## src/sv/clpr_fifo.sv

```systemverilog
// clpr_fifo: small register queue with occupancy count
// generic width and depth; no package dependency
`default_nettype none

module clpr_fifo #(
	parameter int WIDTH = 8,
	parameter int DEPTH = 4
) (
	input  wire logic                       clk,
	input  wire logic                       arst_n,
	input  wire logic                       wr_en,
	input  wire logic [WIDTH-1:0]           wr_data,
	input  wire logic                       rd_en,
	output logic      [WIDTH-1:0]           rd_data,
	output logic                            empty,
	output logic                            full,
	output logic      [$clog2(DEPTH+1)-1:0] count
);

	localparam int PTR_W = (DEPTH > 1) ? $clog2(DEPTH) : 1;
	localparam int CNT_W = $clog2(DEPTH + 1);

	logic [WIDTH-1:0] store_q [DEPTH];
	logic [PTR_W-1:0] wr_ptr_q;
	logic [PTR_W-1:0] rd_ptr_q;
	logic [CNT_W-1:0] count_q;

	assign rd_data = store_q[rd_ptr_q];
	assign empty   = (count_q == '0);
	assign full    = (count_q == CNT_W'(DEPTH));
	assign count   = count_q;

	always_ff @(posedge clk) begin
		if (wr_en) begin
			store_q[wr_ptr_q] <= wr_data;
		end
	end

	always_ff @(posedge clk or negedge arst_n) begin
		if (!arst_n) begin
			wr_ptr_q <= '0;
			rd_ptr_q <= '0;
			count_q  <= '0;
		end else begin
			if (wr_en) begin
				wr_ptr_q <= (wr_ptr_q == PTR_W'(DEPTH - 1)) ? '0 : wr_ptr_q + 1'b1;
			end
			if (rd_en) begin
				rd_ptr_q <= (rd_ptr_q == PTR_W'(DEPTH - 1)) ? '0 : rd_ptr_q + 1'b1;
			end
			if (wr_en && !rd_en) begin
				count_q <= count_q + 1'b1;
			end else if (rd_en && !wr_en) begin
				count_q <= count_q - 1'b1;
			end
		end
	end

endmodule

`default_nettype wire

```

## config.mk

```make
export PLATFORM = sky130hd
export DESIGN_NAME = clpr_fifo
export DESIGN_NICKNAME = d
export VERILOG_FILES = /design/src/sv/clpr_fifo.sv
export SDC_FILE = /design/constraint.sdc
export NUM_CORES = 1
export LEC_CHECK = 0
export CAP_MARGIN = 20
export CORE_UTILIZATION = 30
export CTS_BUF_LIST = sky130_fd_sc_hd__clkbuf_16
export DETAILED_ROUTE_END_ITERATION = 16
export DONT_BUFFER_PORTS = 1
export PLACE_DENSITY_LB_ADDON = 0.1
export SYNTH_ARGS = -nofsm -noshare
export SYNTH_HDL_FRONTEND = slang
export SYNTH_SLANG_ARGS = --single-unit
export TNS_END_PERCENT = 20
```

## constraint.sdc

```tcl
create_clock -name clk -period 2.8 [get_ports clk]
set_clock_uncertainty 0.05 [all_clocks]
set_input_delay 0.28 -clock clk [delete_from_list [all_inputs] [get_ports clk]]
set_output_delay 0.28 -clock clk [all_outputs]
set_load 0.03 [all_outputs]
```

==> results summary <==
The setup TNS came out at 0 ns. Summing over every cut layer, the via total after detailed routing is 701. The number of fill cells in the layout came out at ~480.

The routed design has between 2000 and 3000 um of wire. The data required time at the worst endpoint came out at around 2.5 ns. After synthesis, the cell types taking the most area are edfxtp_1 61%, mux4_2 11%, dfrtp_1 11%. The largest buffer count on any clock path came out at 2. The clock sink count is 39. The kind of capture point of the worst setup path is an output pin. Yosys printed 0 warnings. The worst setup slack for register-to-register paths came out at roughly 1.2 ns. The setup violation total in the final timing report is 0. The mean instance size in the synthesized netlist came out at roughly 20 um^2. The first global-routing pass estimated 4110 um of wire. The worst setup path is launched from a flop. Power spread over the standard cell area amounts to around 1100 nW/um^2. The violation count after the first detailed-routing iteration came out at 48. The maximum achievable frequency is 487 MHz. The share of synthesized area occupied by flip-flops and latches is 0.725. The post-route DRC violation count is 0. The run finished with clean final reports. The critical path goes through mux4_2.

The worst reg2reg path depth came out at 4. The number of levels the H-tree was split into came out at 2. In the layout the commonest cells are 32 x edfxtp_1, 8 x mux4_2, 7 x dfrtp_1. The worst hold endpoint is store_q[0][5]$_DFFE_PP_. The number of antenna violations at the first check in global routing came to 0. The top cell type by total area after synthesis is edfxtp_1. Counting instances, the worst hold path has a depth of 0. At the end of routability-driven placement, the weighted congestion stood at 0.639. The clock period minus final worst setup slack is about 2 ns. The number of nets produced by synthesis is just under 100. The total setup buffers inserted after CTS came out at 0. The worst-case headroom to the max-slew limit is 0.582. Setup repair after global routing left no endpoint under its margin. The share of final-layout standard cells stronger than drive strength 1 is 0.227.

The root cell of the clock tree is clkbuf_16. After clock tree synthesis, the clock-pin slew on the worst setup and hold paths is 0.06 ns. Once detail routing completed, the nets flagged for antenna violations numbered 0. The max-cap violation count is 0. The area growth from synthesis to layout is 16.4%. The clock insertion delay at the later pin of the skew report is 0.27 ns. The total buffers and inverters traversed by the critical path came out at 0. The startpoint identified for the worst register-to-register timing path is count[0]$_DFFE_PN0P_. The number of antenna diodes came out at 0. The cell count after synthesis came out at around 80.

The path class of the tightest hold or removal check is input pin to flop. The die extent in y is about 74 um. The end of the worst register-to-register path is count[2]$_DFFE_PN0P_.

The post-route fraction of the period consumed by the critical path is 0.734. In this run, post-CTS repair resized a total of 0 instances. Before antenna repair, the detailed router went through 3 iterations.

Leaving out fill and tap cells, the most frequent cell in the layout is edfxtp_1. The pin count of the biggest net entering global routing came out at 13. The total power of the final layout came out at a little over 2 mW. Of all nets on the critical path, the largest fanout is 11. The routed length per instance came out at approximately 17 um. During I/O placement, the number of pins put on the boundary was 25.

Data arrives at the worst endpoint at 1.72 ns. The count of pins over their slew limit came out at 0. The area share of the largest cell type after synthesis came out at 0.613.

The wire-length estimate of the detail-placed layout is 1720 um. The cell family contributing the most delay on the critical path is flip-flops. The area of the core region came out at just under 5000 um^2.

The via count of the first global-routing pass was ~760. In this run the horizontal extent of the chip is 74.3 um. The leakage power figure came out at about 0.64 nW.

The mapped netlist covers roughly 1600 um^2. The final count of hold timing violations was 0. After synthesis, the netlist uses 18 different library cells. TritonCTS built the clock tree. The worst vdd rail ir drop came out at about 0.31 mV. The total grt overflow is 0. The register bit total from synthesis came out at 39. In this run the most critical hold path is launched from wr_data[5]. For this configuration, the core starts out at a cell density of 0.321. TritonCTS created 5 clock buffers. The number of input and output port buffers inserted came out at 0.

The number of standard-cell rows in the floorplan came out at 25. The worst hold slack is roughly 0.048 ns. On the worst path, the slowest cell contributes a delay of ~0.74 ns.

The setup path with the least slack is of type flop to output pin. The net total in the final layout is 106. The slowest stage of the critical path is the dfrtp_1 cell. Across every metal layer, demand over resource in global routing totals 0.111.

The die outline area came out at roughly 5500 um^2. The transition time at the pin with the least slew margin is approximately 0.63 ns. The via count normalized by instance count came out at roughly 4.5.
==> cell families (layout without fill, tap and decap cells) <==
logic type | Yosys count | in the layout | share of synthesized area
adder cells (fa/ha/maj) | 7 | 7 | 0.0607
multiplexers | 10 | 10 | 0.129
AO/OA/AOI/OAI | 3 | 3 | 0.0120
AND/OR/NAND/NOR | 11 | 11 | 0.0367
XOR/XNOR | 3 | 3 | 0.0168
flip-flops | 39 | 39 | 0.725
buffers and inverters | 6 | 15 | 0.0199
==> per-stage QoR <==
step | area, um^2 | utilization | setup slack (ns) | std cells
floorplan | 1570 | - | 1.15 | 79
global placement | 1650 | 0.338 | 1.02 | 146
detailed placement | 1650 | 0.338 | 0.992 | 146
CTS | 1820 | 0.374 | 0.688 | 155
global route | 1820 | 0.374 | 0.631 | 155
finish | 1820 | 0.374 | 0.746 | 155
==> worst register-to-register path: cells and delay by family (launching register included) <==
kind / cells / cell delay (ns)
xor+xnor: 2 / 0.30
fa+ha+maj: 1 / 0.49
flops: 1 / 0.54
simple gates: 1 / 0.11
==> layer usage <==
| layer | up-vias | share of wire | track usage |
|---|---|---|---|
| li1 | 321 | - | - |
| met1 | 354 | 0.43 | 0.134 |
| met2 | 19 | 0.48 | 0.168 |
| met3 | 7 | 0.069 | 0.0407 |
| met4 | 0 | 0.024 | 0.0692 |
| met5 | - | 0 | 0 |
==> layout make-up <==
cell class	count	area, um^2	share of cell area
clock buffers	5	125	0.0686
clock inverters	3	38.8	0.0213
inverters	4	15.0	0.00823
multi-input cells	34	400	0.219
flip-flops and latches	39	1140	0.623
well taps	67	83.8	0.0460
repair buffers	3	25.0	0.0137
==> registers in the layout, indices dropped and copies added, names as in the netlist <==
signal	count
wr_ptr_q	2
store_q	32
count	3
rd_ptr_q	2
==> worst max-delay path by stage <==
stage                                       start          to  slack (ns)  depth (start not counted)
after global placement    rd_ptr_q[0]$_DFFE_PN0P_  rd_data[7]        1.02                          1
after global routing      rd_ptr_q[0]$_DFFE_PN0P_  rd_data[3]        0.63                          1
after CTS                 rd_ptr_q[0]$_DFFE_PN0P_  rd_data[2]        0.69                          1
after detailed placement  rd_ptr_q[0]$_DFFE_PN0P_  rd_data[2]        0.99                          1
final                     rd_ptr_q[0]$_DFFE_PN0P_  rd_data[2]        0.75                          1
after floorplan              count[0]$_DFFE_PN0P_        full        1.15                          1
==> report_power, final <==
| group | switching, mW | internal (mW) |
|---|---|---|
| combinational | 0.306 | 0.207 |
| sequential | 0.176 | 0.762 |
| clock | 0.205 | 0.415 |
| total | 0.687 | 1.38 |
==> synth_stat cells <==
master / n
xor2_1: 2
nand2_1: 2
nor3_1: 2
buf_2: 1
xnor2_1: 1
mux2_2: 2
mux4_2: 8
ha_1: 6
edfxtp_1: 32
fa_1: 1
nor3b_1: 1
inv_1: 4
nor2_1: 2
buf_6: 1
and2_1: 4
dfrtp_1: 7
a21o_2: 1
o21ai_0: 2
==> timing repair <==
action                                 in CTS  in global routing
hold buffers                                1                  0
setup endpoints to repair                   0                  0
endpoints found under the hold margin       7                  0
No activity file was read; power rests on OpenSTA's default activity.
