### src/sv/clpr_pkg.sv
// clpr_pkg: shared widths, conversion constants and item types for the
// chroma line-pair colour rebuild; depends on nothing
`default_nettype none

package clpr_pkg;

	localparam int COL_W = 9;
	localparam int PIX_W = 8;

	// depth of the queue between front and back, and of the result queue
	localparam int QUEUE_DEPTH = 4;
	localparam int OUT_DEPTH   = 4;

	// integer bt.601 coefficients and offsets
	localparam int K_Y     = 298;
	localparam int K_RV    = 409;
	localparam int K_GU    = 100;
	localparam int K_GV    = 208;
	localparam int K_BU    = 516;
	localparam int Y_OFS   = 16;
	localparam int C_OFS   = 128;
	localparam int ROUND   = 128;
	localparam int PIX_MAX = 255;

	// one emitting column, with the stored line's entry attached
	typedef struct packed {
		logic [COL_W-1:0] column;
		logic [PIX_W-1:0] luma_cur;
		logic [PIX_W-1:0] chroma_u;
		logic [PIX_W-1:0] luma_prev;
		logic [PIX_W-1:0] chroma_v;
	} pair_t;

	// one rgb result
	typedef struct packed {
		logic             row_select;
		logic [COL_W-1:0] column;
		logic [PIX_W-1:0] red;
		logic [PIX_W-1:0] green;
		logic [PIX_W-1:0] blue;
		logic             last;
	} pix_t;

endpackage

`default_nettype wire

### src/sv/clpr_back.sv
// clpr_back: two rgb results per queued column, one a cycle while the
// result queue has room, via product and sum-clamp stages; uses clpr_pkg
`default_nettype none

module clpr_back (
	input  wire logic                                      clk,
	input  wire logic                                      arst_n,
	input  wire logic                                      q_empty,
	input  wire clpr_pkg::pair_t                           q_data,
	output logic                                           q_pop,
	output logic                                           o_push,
	output clpr_pkg::pix_t                                 o_data,
	input  wire logic [$clog2(clpr_pkg::OUT_DEPTH+1)-1:0]  o_count
);

	localparam int CNT_W = $clog2(clpr_pkg::OUT_DEPTH + 1) + 1;

	function automatic logic [clpr_pkg::PIX_W-1:0] clamp_pix(input logic signed [20:0] v);
		logic signed [20:0] sh;
		sh = v >>> 8;
		if (sh < 21'sd0) begin
			return '0;
		end else if (sh > 21'(clpr_pkg::PIX_MAX)) begin
			return clpr_pkg::PIX_W'(clpr_pkg::PIX_MAX);
		end
		return sh[clpr_pkg::PIX_W-1:0];
	endfunction

	logic                         issue;
	logic                         phase_q;
	logic [clpr_pkg::PIX_W-1:0]   y_sel;
	logic signed [9:0]            yy;
	logic signed [9:0]            uu;
	logic signed [9:0]            vv;

	logic                         valid_s1;
	logic                         row_s1;
	logic [clpr_pkg::COL_W-1:0]   col_s1;
	logic signed [18:0]           py_s1;
	logic signed [18:0]           prv_s1;
	logic signed [18:0]           pgu_s1;
	logic signed [18:0]           pgv_s1;
	logic signed [18:0]           pbu_s1;

	logic signed [20:0]           r_sum;
	logic signed [20:0]           g_sum;
	logic signed [20:0]           b_sum;

	// issue only when the result queue can take everything in flight
	assign issue = !q_empty &&
		(({1'b0, o_count} + CNT_W'(valid_s1)) < CNT_W'(clpr_pkg::OUT_DEPTH));
	assign q_pop = issue && phase_q;

	// first pass uses the stored line's luma, second the current luma
	assign y_sel = phase_q ? q_data.luma_cur : q_data.luma_prev;
	assign yy    = $signed({2'b00, y_sel}) - 10'sd16;
	assign uu    = $signed({2'b00, q_data.chroma_u}) - 10'(clpr_pkg::C_OFS);
	assign vv    = $signed({2'b00, q_data.chroma_v}) - 10'(clpr_pkg::C_OFS);

	always_ff @(posedge clk) begin
		if (issue) begin
			row_s1 <= phase_q;
			col_s1 <= q_data.column;
			py_s1  <= 19'(yy * clpr_pkg::K_Y);
			prv_s1 <= 19'(vv * clpr_pkg::K_RV);
			pgu_s1 <= 19'(uu * clpr_pkg::K_GU);
			pgv_s1 <= 19'(vv * clpr_pkg::K_GV);
			pbu_s1 <= 19'(uu * clpr_pkg::K_BU);
		end
	end

	always_ff @(posedge clk or negedge arst_n) begin
		if (!arst_n) begin
			phase_q  <= 1'b0;
			valid_s1 <= 1'b0;
		end else begin
			valid_s1 <= issue;
			if (issue) begin
				phase_q <= !phase_q;
			end
		end
	end

	assign r_sum = 21'(py_s1) + 21'(prv_s1) + 21'(clpr_pkg::ROUND);
	assign g_sum = 21'(py_s1) - 21'(pgu_s1) - 21'(pgv_s1) + 21'(clpr_pkg::ROUND);
	assign b_sum = 21'(py_s1) + 21'(pbu_s1) + 21'(clpr_pkg::ROUND);

	assign o_push = valid_s1;

	always_comb begin
		o_data.row_select = row_s1;
		o_data.column     = col_s1;
		o_data.red        = clamp_pix(r_sum);
		o_data.green      = clamp_pix(g_sum);
		o_data.blue       = clamp_pix(b_sum);
		o_data.last       = row_s1;
	end

endmodule

`default_nettype wire

### config.mk
export PLATFORM = sky130hd
export DESIGN_NAME = clpr_back
export DESIGN_NICKNAME = d
export VERILOG_FILES = /design/src/sv/clpr_pkg.sv /design/src/sv/clpr_back.sv
export SDC_FILE = /design/constraint.sdc
export NUM_CORES = 1
export LEC_CHECK = 0
export BUFFER_PORTS_ARGS = -buffer_cell sky130_fd_sc_hd__buf_4
export CORE_UTILIZATION = 40
export CTS_CLUSTER_DIAMETER = 40
export DETAILED_ROUTE_END_ITERATION = 10
export HOLD_SLACK_MARGIN = 0.02
export SYNTH_ARGS = -nofsm -noshare
export SYNTH_HDL_FRONTEND = slang
export SYNTH_SLANG_ARGS = --single-unit
### constraint.sdc
create_clock -name clk -period 9.7 [get_ports clk]
set_clock_uncertainty 0.05 [all_clocks]
set_input_delay 0.97 -clock clk [delete_from_list [all_inputs] [get_ports clk]]
set_output_delay 0.97 -clock clk [all_outputs]
set_load 0.02 [all_outputs]
==> impl_metrics.sql, run 1 <==
INSERT INTO impl_metrics (metric_group, metric, value, unit) VALUES
('status', 'run_status', 'complete, no violations', ''),
('power', 'p_per_area', '351.4', 'mW/mm^2'),
('die', 'die_w', '165.0', 'um'),
('logic_synthesis', 'synthesis.yosys.warnings', '0', ''),
('detailed_routing', 'detail_route.wirelength', '20.99', 'mm'),
('clocking', 'worstSkewPairLatency', '350', 'ps'),
('critical_path', 'timing.critical_path.from_type', 'register', ''),
('critical_path', 'crit_path_max_fanout', '11', ''),
('critical_path', 'reg2reg_from', 'phase_q', ''),
('clocking', 'cts_sinks', '90', ''),
('clocking', 'h-tree-depth', '3', ''),
('timing', 'setup_viol', '0', ''),
('finish', 'syn_to_final_growth', '12.73', '%'),
('hold_path', 'timing.hold.worst.class', 'in -> async', ''),
('logic_synthesis', 'synth_seq_cells', '90', ''),
('critical_path', 'cp_data_arrival_time', '5650', 'ps'),
('place', 'place.port_buffers', '83', ''),
('finish', 'drive_above_1_share', '10.94', '%'),
('clocking', 'root_buffer_cell', 'clkbuf_16', ''),
('timing', 'period_share', '57.69', '%'),
('timing', 'postLayoutSetupSlackWorst', '4104', 'ps'),
('detailed_routing', 'drt_first_iter_violations', '311', ''),
('logic_synthesis', 'synthesized_nets', '1382', ''),
('die', 'design.die.area', '0.02721', 'sq mm'),
('logic_synthesis', 'synth_edf_count', '88', ''),
('die', 'die_y', '165.0', 'um'),
('detailed_routing', 'route.detailed.wl_per_inst', '14.48', 'um'),
('timing', 'worst_pin_slew', '968.4', 'ps'),
('logic_synthesis', 'avgSynthCellArea', '10.42', 'sq um'),
('detailed_routing', 'drt_pre_antenna_iters', '5', ''),
('logic_synthesis', 'synth_top_cells_by_area', 'ha_1 31%, edfxtp_1 25%, fa_1 10%, inv_1 6.9%, xnor2_1 4.3%', ''),
('critical_path', 'worstPathRequired', '9750', 'ps'),
('clocking', 'cts_tree', 'done', ''),
('logic_synthesis', 'synthFlopType', 'edfxtp_1', ''),
('clocking', 'clock_tree.buffer_depth', '2', ''),
('place', 'routability_congestion', '0.8523', ''),
('global_route', 'grt_first_pass_wirelength', '34.80', 'mm'),
('global_route', 'first_global_vias', '7227', ''),
('timing', 'slew_viol_final', '0', ''),
('finish', 'layout.nets', '1473', ''),
('clocking', 'postCtsResizedCells', '0', ''),
('logic_synthesis', 'seq_total_area_yosys', '25.35', '%'),
('die', 'count_of_boundary_i_o_pins', '84', ''),
('critical_path', 'worst_setup_path_end_kind', 'register', ''),
('finish', 'fillers', '2457', ''),
('detailed_routing', 'vias_per_cell', '5.014', ''),
('run', 'cap_violations', '0', ''),
('power', 'power.leakage', '0.005943', 'uW'),
('global_route', 'grt_util_all_layers', '16.36', '%'),
('global_route', 'grt.overflow.total', '0', ''),
('logic_synthesis', 'synth_top_cell_by_area', 'ha_1', ''),
('clocking', 'cts.reportedPaths.clkPinSlew', '70', 'ps'),
('clocking', 'cts_hold_buffers', '0', ''),
('global_route', 'initial_antenna_violation_count', '0', ''),
('logic_synthesis', 'synth-async-reset-ratio', '2.222', '%'),
('detailed_routing', 'drt_drc_violations_left', '0', ''),
('clocking', 'cts.repair_timing.setup_buffer_count', '0', ''),
('timing', 'slew_headroom', '35.44', '%'),
('logic_synthesis', 'postSynthCellCount', '1019', ''),
('die', 'initial_core_utilization', '40.76', '%'),
('logic_synthesis', 'netlist.area_leader.share', '30.86', '%'),
('clocking', 'cts_buffers', '9', ''),
('timing', 'finalSetupTns', '0', 'ps'),
('logic_synthesis', 'netlist_area', '0.01062', 'sq mm'),
('timing', 'fmax', '178.7', 'MHz'),
('power', 'peakVddDrop', '213.2', 'uV'),
('die', 'fp.coreArea', '0.02606', 'sq mm'),
('critical_path', 'ff2ff_path_depth', '18', ''),
('detailed_routing', 'route.vias.total', '7271', ''),
('critical_path', 'ff2ff_setup_slack', '4100', 'ps'),
('place', 'detailedPlacementHpwl', '17.73', 'mm'),
('place', 'placement.setup.worst_slack', '3765', 'ps'),
('critical_path', 'path_class', 'reg -> reg', ''),
('global_route', 'grt_start_max_net_pins', '75', ''),
('timing', 'finalWorstPathRequiredPeriod', '5596', 'ps'),
('timing', 'rsz0062_at_grt', 'no', ''),
('logic_synthesis', 'yosysUniqueCellTypes', '67', ''),
('finish', 'antennaDiodeCount', '0', ''),
('detailed_routing', 'ant_nets', '0', ''),
('logic_synthesis', 'yosysMostFrequentCell', 'ha_1', ''),
('critical_path', 'critical_path.reg2reg.endpoint', 'py_s1[18]', ''),
('logic_synthesis', 'synth.top_cells.by_count', '262 x ha_1, 194 x inv_1, 88 x edfxtp_1', ''),
('die', 'num_rows', '59', ''),
('timing', 'timing.final.hold_violations', '0', '');
==> how the worst max path moves through the flow <==
stage	start	to	slack, ps	depth (start not counted)
floorplan	o_count[0]	q_pop	3270	2
global placement	q_data[28]	py_s1[18]	3840	19
detailed placement	q_data[28]	py_s1[18]	3770	19
CTS	phase_q	py_s1[18]	4050	18
global route	phase_q	py_s1[18]	3570	18
finish	phase_q	py_s1[18]	4100	18
==> cells in the final DEF (no fill, tap or decap), types with 4 or more instances in the layout <==
master	synthesis	routed
nor3_1	12	12
clkbuf_16	0	9
a21oi_1	72	72
o21bai_1	10	10
fa_1	54	54
inv_1	194	194
xnor2_1	52	52
nor2_1	49	49
buf_4	3	84
o21a_1	11	11
a21o_1	21	21
xor2_1	23	23
mux2i_1	13	13
mux2_2	5	5
o211ai_1	4	4
a211oi_1	5	5
nand2_1	22	22
ha_1	262	262
nand2b_1	4	4
nand3_1	10	10
o21ai_0	18	18
o41ai_1	4	4
edfxtp_1	88	88
nor2b_1	10	10
==> state kept, by name, summed over array words and instances (netlist names) <==
signal   cells
col_s1       9
prv_s1      19
row_s1       1
pgu_s1      12
pbu_s1      17
pgv_s1      12
py_s1       18
o_push       1
phase_q      1
==> cell type report <==
type / instances / area [sq um] / share of cell area (%)
Sequential cell: 90 / 2693 / 22.49
Multi-Input combinational cell: 731 / 7192 / 60.06
Clock inverter: 6 / 72.57 / 0.6061
Clock buffer: 10 / 239.0 / 1.996
Inverter: 194 / 728.2 / 6.081
Tap cell: 335 / 419.2 / 3.501
Timing Repair Buffer: 84 / 630.6 / 5.266
==> where the power goes <==
part / internal, uW / switching (uW) / total [uW]
registers: 607 / 88.3 / 696
clock network: 211 / 163 / 373
logic: 1420 / 1720 / 3140
total: 2240 / 1970 / 4210
==> worst max-delay path: stages, from the launching register on <==
cell and delay, ps:
dfrtp_1 660, mux2i_1 560, ha_1 280, nand3_1 160, inv_1 330, ha_1 330, ha_1 290, inv_1 60
fa_1 430, fa_1 550, inv_1 40, ha_1 320, o21ai_0 120, a21boi_1 110, o21ai_0 200, a21oi_1 130
a41o_1 270, o41a_1 330, xnor2_1 130
==> cell families (layout without fill, tap and decap cells) <==
family                     after synthesis  count (layout)  synth area share, %
muxes                                   18              18                1.755
and+or+nand+nor                        132             132                6.020
DFF                                     90              90                25.35
AOI/OAI and AO/OA                      190             190                12.55
xor gates and xnor gates                75              75                6.184
adders and majority gates              316             316                41.04
buffers and inverters                  198             294                7.103
==> metrics by stage <==
stage	total power, uW	std cells	util [%]	cell area, sq um	hold slack [ps]
final	4207	1450	45.95	11970	337.2
after floorplan	3158	1019	-	10630	373.1
after global placement	3835	1434	44.75	11660	687.8
after CTS	4259	1450	45.95	11970	322.9
after detailed placement	3860	1434	44.75	11660	690.5
after global routing	4708	1450	45.95	11970	325.6
==> metal layers <==
metal	routed length, um	GRT usage [%]
met5	0	0
met1	10530	22.30
met3	537	1.532
met2	9641	27.56
met4	285	4.462
Note: power is estimated with default switching activity, not from simulation.
==> inputs of run 2 (changes only) <==
--- a/config.mk
+++ b/config.mk
@@ -5,6 +5,7 @@
 export SDC_FILE = /design/constraint.sdc
 export NUM_CORES = 1
 export LEC_CHECK = 0
+export ABC_AREA = 1
 export BUFFER_PORTS_ARGS = -buffer_cell sky130_fd_sc_hd__buf_4
 export CORE_UTILIZATION = 40
 export CTS_CLUSTER_DIAMETER = 40
==> constraint.sdc (replaced) <==
create_clock -name clk -period 5.7 [get_ports clk]
set_clock_uncertainty 0.05 [all_clocks]
set_input_delay 0.57 -clock clk [delete_from_list [all_inputs] [get_ports clk]]
set_output_delay 0.57 -clock clk [all_outputs]
set_load 0.02 [all_outputs]
==> impl_metrics.sql, run 2 <==
INSERT INTO impl_metrics (metric_group, metric, value, unit) VALUES
('status', 'run_status', 'finished with violations', ''),
('status', 'violated_checks', 'design-rule violations', ''),
('detailed_routing', 'drt_drc_violations_left', '1', ''),
('logic_synthesis', 'netlist.area_leader.share', '28.18', '%'),
('power', 'net-switching-power', '3439', 'uW'),
('die', 'fp.coreArea', '0.02863', 'sq mm'),
('place', 'place.port_buffers', '83', ''),
('die', 'die_w', '172.5', 'um'),
('power', 'pwr-share-comb', '74.5', '%'),
('logic_synthesis', 'yosysMostFrequentCell', 'nand2_1', ''),
('logic_synthesis', 'synth-async-reset-ratio', '2.222', '%'),
('detailed_routing', 'vias_per_cell', '4.808', ''),
('die', 'die_y', '172.5', 'um'),
('critical_path', 'cpPeakStageDelay', '580', 'ps'),
('hold_path', 'timing.hold.worst.class', 'in -> reg', ''),
('critical_path', 'worst_path_most_repeated_cell', 'ha_1', ''),
('timing', 'slew_headroom', '50.65', '%'),
('clocking', 'worstSkewPairLatency', '340', 'ps'),
('global_route', 'first_global_vias', '8809', ''),
('timing', 'rsz0062_at_grt', 'no', ''),
('logic_synthesis', 'synth_top_cells_by_area', 'ha_1 28%, edfxtp_1 23%, nand2_1 9.5%, fa_1 9.3%, inv_1 8.4%', ''),
('logic_synthesis', 'synth_seq_cells', '90', ''),
('global_route', 'grt_util_all_layers', '17.57', '%'),
('finish', 'fillers', '2826', ''),
('die', 'count_of_boundary_i_o_pins', '84', ''),
('finish', 'largest_reg_flops', '19', ''),
('place', 'detailedPlacementHpwl', '22.05', 'mm'),
('finish', 'layout.cells.most_common', 'nand2_1', ''),
('finish', 'final_design_area_no_fill', '0.01305', 'sq mm'),
('logic_synthesis', 'synthFlopType', 'edfxtp_1', ''),
('critical_path', 'worstPathCellList', 'inv_2 > or2_1 > o21a_1 > inv_2 > ha_1 > nand3_1 > inv_1 > ha_1 > ha_1 > inv_1 > fa_1 > fa_1 > inv_1 > ha_1 > nand2_1 > nor3_1 > nor2_1 > o21ai_1 > nand3_1 > o21bai_1 > xor2_1', ''),
('critical_path', 'timing.critical_path.from_type', 'register', ''),
('logic_synthesis', 'synthesized_nets', '1744', ''),
('critical_path', 'worst_setup_path_end_kind', 'register', ''),
('finish', 'mostFrequentLayoutCells', '295 x nand2_1, 262 x ha_1, 259 x inv_1', ''),
('timing', 'fmax', '191.7', 'MHz'),
('logic_synthesis', 'synth.top_cells.by_count', '295 x nand2_1, 262 x ha_1, 260 x inv_1', ''),
('power', 'netSwitchingFraction', '51.76', '%'),
('clocking', 'cts_hold_buffers', '1', ''),
('clocking', 'cts.reportedPaths.clkPinSlew', '70', 'ps'),
('logic_synthesis', 'avgSynthCellArea', '8.423', 'sq um'),
('power', 'p_seq_share', '16.4', '%'),
('die', 'initial_core_utilization', '40.64', '%'),
('detailed_routing', 'route.detailed.wl_per_inst', '13.53', 'um'),
('place', 'routability_congestion', '0.8913', ''),
('power', 'peakVddDrop', '277.4', 'uV'),
('critical_path', 'slowest_stage', 'dfrtp_1', ''),
('clocking', 'cts.repair_timing.setup_buffer_count', '0', ''),
('place', 'place_area', '0.01273', 'sq mm'),
('clocking', 'cts_tree', 'done', ''),
('finish', 'top_regs', 'prv_s1 x19, py_s1 x18, pbu_s1 x17', ''),
('timing', 'setup_viol', '0', ''),
('power', 'p_per_area', '509.1', 'mW/mm^2'),
('critical_path', 'worst-path-buf-inv', '5', ''),
('run', 'cap_violations', '0', ''),
('critical_path', 'worstPathRequired', '5730', 'ps'),
('global_route', 'grt_start_max_net_pins', '60', ''),
('global_route', 'grt_first_pass_wirelength', '42.70', 'mm'),
('logic_synthesis', 'synth_edf_count', '88', ''),
('logic_synthesis', 'yosysUniqueCellTypes', '43', ''),
('logic_synthesis', 'netlist_area', '0.01163', 'sq mm'),
('power', 'p_int', '3205', 'uW'),
('clocking', 'postCtsResizedCells', '0', ''),
('critical_path', 'cp_data_arrival_time', '5250', 'ps'),
('detailed_routing', 'drt_pre_antenna_iters', '8', ''),
('detailed_routing', 'detail_route.wirelength', '25.23', 'mm'),
('timing', 'worst_pin_slew', '740.3', 'ps'),
('logic_synthesis', 'postSynthCellCount', '1381', ''),
('critical_path', 'crit_path_max_fanout', '11', ''),
('timing', 'period_share', '91.50', '%'),
('power', 'clock_power_share', '9.1', '%'),
('place', 'post-place-cells', '1847', ''),
('global_route', 'initial_antenna_violation_count', '0', ''),
('finish', 'final_cells', '1864', ''),
('timing', 'timing.final.hold_violations', '0', ''),
('critical_path', 'cpLargestDelayFamily', 'adder cells', ''),
('global_route', 'grt.overflow.total', '0', ''),
('finish', 'drive_above_1_share', '9.257', '%'),
('die', 'design.die.area', '0.02977', 'sq mm'),
('logic_synthesis', 'seq_total_area_yosys', '23.15', '%'),
('power', 'power.leakage', '0.006990', 'uW'),
('detailed_routing', 'ant_nets', '0', ''),
('timing', 'finalWorstPathRequiredPeriod', '5216', 'ps'),
('logic_synthesis', 'synth_top_cell_by_area', 'ha_1', ''),
('logic_synthesis', 'synthesis.yosys.warnings', '0', ''),
('clocking', 'clock_tree.buffer_depth', '2', ''),
('clocking', 'cts_sinks', '90', ''),
('finish', 'layout.nets', '1838', ''),
('finish', 'reg_with_most_ffs', 'prv_s1', ''),
('finish', 'antennaDiodeCount', '0', ''),
('critical_path', 'path_class', 'reg -> reg', ''),
('clocking', 'h-tree-depth', '3', ''),
('timing', 'slew_viol_final', '0', ''),
('clocking', 'cts_buffers', '9', ''),
('clocking', 'root_buffer_cell', 'clkbuf_16', ''),
('finish', 'syn_to_final_growth', '12.20', '%'),
('finish', 'post_layout_util', '45.59', '%'),
('detailed_routing', 'drt_first_iter_violations', '445', ''),
('die', 'num_rows', '62', ''),
('detailed_routing', 'route.vias.total', '8963', ''),
('timing', 'finalSetupTns', '0', 'ps');
[run 2: cell count changes in the layout (fill, tap and decap cells not counted), moves of 7 or more]
cell	change
a21o_1	-16
a31oi_1	+11
inv_1	+65
mux2i_1	-11
nand2_1	+273
nand2_2	+9
nand3_1	+44
nand4_1	+7
nor2_1	+36
nor2b_1	-10
o21a_1	-9
o21ai_0	+12
xnor2_1	-31
xor2_1	+23
[run 2: power by group through the flow]
stage | logic [uW] | clock network [uW] | registers (uW)
floorplan | 3820 | 0 | 1030
global placement | 4880 | 0 | 1110
detailed placement | 4920 | 0 | 1110
CTS | 4950 | 621 | 1100
global route | 5710 | 644 | 1100
finish | 4950 | 607 | 1090
[run 2: final timing paths]
path                                 start        end  slack (ps)  cells after the start
worst max-delay path               phase_q  py_s1[18]         480                     21
worst min-delay path            q_data[34]  col_s1[2]         350                      1
worst max register to register     phase_q  py_s1[18]         480                     21
worst min register to register      o_push    phase_q         680                      4
max in group asynchronous           arst_n    phase_q        5020                      2
min in group asynchronous           arst_n     o_push         500                      2
[run 2: area by class of cell]
type | count | area (sq um) | share of cell area (%)
inverter | 265 | 996.0 | 7.631
tap | 384 | 480.5 | 3.681
timing repair buffer | 86 | 648.1 | 4.966
clock inverter | 7 | 86.33 | 0.6615
multi-input combinational | 1023 | 7923 | 60.70
clock buffer | 9 | 225.2 | 1.726
sequential | 90 | 2693 | 20.63
[run 2: per-layer routing]
| layer | track usage (%) | vias up | part of all wire (%) |
|---|---|---|---|
| met5 | 0 | - | 0 |
| met1 | 24.92 | 4125 | 50 |
| met4 | 2.976 | 0 | 0.82 |
| li1 | - | 4707 | - |
| met2 | 29.54 | 120 | 46 |
| met3 | 1.363 | 11 | 2.7 |
[run 2: cell families (layout without fill, tap and decap cells)]
family                     Yosys count  count (layout)  share of synthesized area [%]
and+or+nand+nor                    491             491                          18.19
adders and majority gates          316             316                          37.47
buffers and inverters              268             367                          8.745
AOI/OAI and AO/OA                  146             146                          7.088
DFF                                 90              90                          23.15
xor gates and xnor gates            68              68                          5.185
muxes                                2               2                         0.1721
[run 2: worst register-to-register path: stages, from the launching register on]
cell,delay (ps)
dfrtp_1,580
inv_2,130
or2_1,220
o21a_1,110
inv_2,60
ha_1,170
nand3_1,250
inv_1,340
ha_1,330
ha_1,310
inv_1,70
fa_1,430
fa_1,540
inv_1,40
ha_1,350
nand2_1,90
nor3_1,200
nor2_1,110
o21ai_1,200
nand3_1,120
o21bai_1,170
xor2_1,80
[run 2: per-stage QoR]
| step | power (uW) | hold slack (ps) | setup slack, ps |
|---|---|---|---|
| after global routing | 7454 | 335.5 | 54.70 |
| after detailed placement | 6026 | 302.6 | 493.0 |
| after global placement | 5984 | 302.6 | 633.8 |
| after floorplan | 4843 | 224.4 | 927.4 |
| final | 6645 | 347.5 | 484.3 |
| after CTS | 6670 | 338.0 | 492.3 |
==> inputs of run 3 (changes only) <==
--- a/config.mk
+++ b/config.mk
@@ -5,7 +5,6 @@
 export SDC_FILE = /design/constraint.sdc
 export NUM_CORES = 1
 export LEC_CHECK = 0
-export ABC_AREA = 1
 export BUFFER_PORTS_ARGS = -buffer_cell sky130_fd_sc_hd__buf_4
 export CORE_UTILIZATION = 40
 export CTS_CLUSTER_DIAMETER = 40
==> impl_metrics.sql, run 3 (same netlist as run 1, synthesis figures left out) <==
INSERT INTO impl_metrics (metric_group, metric, value, unit) VALUES
('timing', 'fmax', '191.6', 'MHz'),
('detailed_routing', 'drt_first_iter_violations', '339', ''),
('finish', 'syn_to_final_growth', '12.89', '%'),
('critical_path', 'timing.critical_path.from_type', 'register', ''),
('detailed_routing', 'route.vias.total', '7282', ''),
('clocking', 'cts.reportedPaths.clkPinSlew', '70', 'ps'),
('clocking', 'clock_tree.buffer_depth', '2', ''),
('die', 'die_y', '165.0', 'um'),
('critical_path', 'worst_setup_path_end_kind', 'register', ''),
('global_route', 'grt.overflow.total', '0', ''),
('finish', 'drive_above_1_share', '11.17', '%'),
('critical_path', 'crit_path_max_fanout', '11', ''),
('finish', 'regArea', '0.002693', 'sq mm'),
('clocking', 'cts_buffers', '9', ''),
('timing', 'postLayoutSetupSlackWorst', '480.4', 'ps'),
('finish', 'layout.nets', '1477', ''),
('critical_path', 'path_class', 'reg -> reg', ''),
('global_route', 'grt_first_pass_wirelength', '35.58', 'mm'),
('run', 'cap_violations', '0', ''),
('detailed_routing', 'ant_nets', '0', ''),
('timing', 'setup_viol', '0', ''),
('place', 'placement.setup.worst_slack', '479.7', 'ps'),
('detailed_routing', 'route.detailed.wl_per_inst', '14.69', 'um'),
('detailed_routing', 'detail_route.wirelength', '21.36', 'mm'),
('global_route', 'grt_start_max_net_pins', '67', ''),
('timing', 'final.hold.worst_slack', '339.9', 'ps'),
('finish', 'reg_with_most_ffs', 'prv_s1', ''),
('timing', 'timing.final.hold_violations', '0', ''),
('critical_path', 'cp_data_arrival_time', '5270', 'ps'),
('hold_path', 'timing.hold.worst.class', 'in -> reg', ''),
('clocking', 'cts_sinks', '90', ''),
('finish', 'fillers', '2486', ''),
('power', 'power.leakage', '0.005949', 'uW'),
('clocking', 'postCtsResizedCells', '0', ''),
('clocking', 'h-tree-depth', '3', ''),
('clocking', 'root_buffer_cell', 'clkbuf_16', ''),
('timing', 'rsz0062_at_grt', 'no', ''),
('place', 'place.port_buffers', '83', ''),
('timing', 'period_share', '91.57', '%'),
('finish', 'top_regs', 'prv_s1 x19, py_s1 x18, pbu_s1 x17', ''),
('clocking', 'worstSkewPairLatency', '350', 'ps'),
('finish', 'largest_reg_flops', '19', ''),
('finish', 'layout.cells.most_common', 'ha_1', ''),
('detailed_routing', 'drt_pre_antenna_iters', '4', ''),
('die', 'initial_core_utilization', '40.76', '%'),
('power', 'peakVddDrop', '356.3', 'uV'),
('timing', 'worst_pin_slew', '830.2', 'ps'),
('detailed_routing', 'drt_drc_violations_left', '0', ''),
('place', 'routability_congestion', '0.8157', ''),
('global_route', 'initial_antenna_violation_count', '0', ''),
('finish', 'antennaDiodeCount', '0', ''),
('die', 'num_rows', '59', ''),
('global_route', 'first_global_vias', '7324', ''),
('critical_path', 'worstPathRequired', '5750', 'ps'),
('status', 'run_status', 'complete, no violations', ''),
('detailed_routing', 'vias_per_cell', '5.008', ''),
('die', 'design.die.area', '0.02721', 'sq mm'),
('timing', 'slew_headroom', '44.66', '%'),
('die', 'fp.coreArea', '0.02606', 'sq mm'),
('power', 'p_per_area', '598.0', 'mW/mm^2'),
('finish', 'final_design_area_no_fill', '0.01199', 'sq mm'),
('timing', 'finalWorstPathRequiredPeriod', '5220', 'ps'),
('timing', 'finalSetupTns', '0', 'ps'),
('die', 'count_of_boundary_i_o_pins', '84', ''),
('place', 'place_area', '0.01169', 'sq mm'),
('clocking', 'cts_tree', 'done', ''),
('die', 'die_w', '165.0', 'um'),
('global_route', 'grt_util_all_layers', '16.93', '%'),
('place', 'detailedPlacementHpwl', '18.18', 'mm'),
('timing', 'slew_viol_final', '0', ''),
('finish', 'post_layout_util', '46.01', '%'),
('finish', 'mostFrequentLayoutCells', '262 x ha_1, 194 x inv_1, 88 x edfxtp_1', ''),
('finish', 'multi_input_logic_area', '0.007192', 'sq mm');
-- run 3: area by class of cell --
class	count	share of cell area, %
Sequential cell	90	22.46
Timing Repair Buffer	88	5.531
Tap cell	335	3.496
Inverter	194	6.073
Clock inverter	7	0.5844
Clock buffer	9	1.878
Multi-Input combinational cell	731	59.98
-- run 3: worst paths after layout --
check / startpoint / to / slack, ps / depth (start not counted)
min in group asynchronous: arst_n / o_push / 490 / 2
worst max-delay path: phase_q / py_s1[18] / 480 / 18
worst max register to register: phase_q / py_s1[18] / 480 / 18
max in group asynchronous: arst_n / phase_q / 5010 / 2
worst min register to register: phase_q / phase_q / 720 / 1
worst min-delay path: q_data[37] / col_s1[5] / 340 / 1
-- run 3: power by group --
group	switching (uW)	total (uW)	internal, uW
registers	152	1190	1030
logic	2970	5390	2420
clock network	283	591	308
total	3400	7170	3770
-- run 3: routing by layer --
layer / track usage [%] / routed length, um / vias up
met5: 0 / 0 / -
met4: 4.921 / 327 / 0
met3: 1.607 / 670 / 18
met2: 28.15 / 9908 / 90
li1: - / - / 3742
met1: 23.25 / 10450 / 3432
-- run 3: worst max-delay path: stages, from the launching register on --
cell      delay (ps)
dfrtp_1          620
mux2i_1          390
nand3_1          160
xor2_1           400
ha_1             320
ha_1             290
ha_1             280
inv_1             50
fa_1             530
inv_1             40
ha_1             320
nor2b_1          140
o21ai_0          200
a21boi_1         110
o21ai_0          200
a21oi_1          140
a41o_1           270
o41a_1           320
xnor2_1          130
-- run 3: through the flow --
step                total power [uW]  cells
CTS                             7282   1454
detailed placement              6628   1437
finish                          7170   1454
global placement                6575   1437
floorplan                       5374   1019
global route                    8054   1454
-- run 3: what timing repair did --
action	CTS	global route
endpoints found under the hold margin	2	0
setup buffers	0	0
hold buffers	1	0
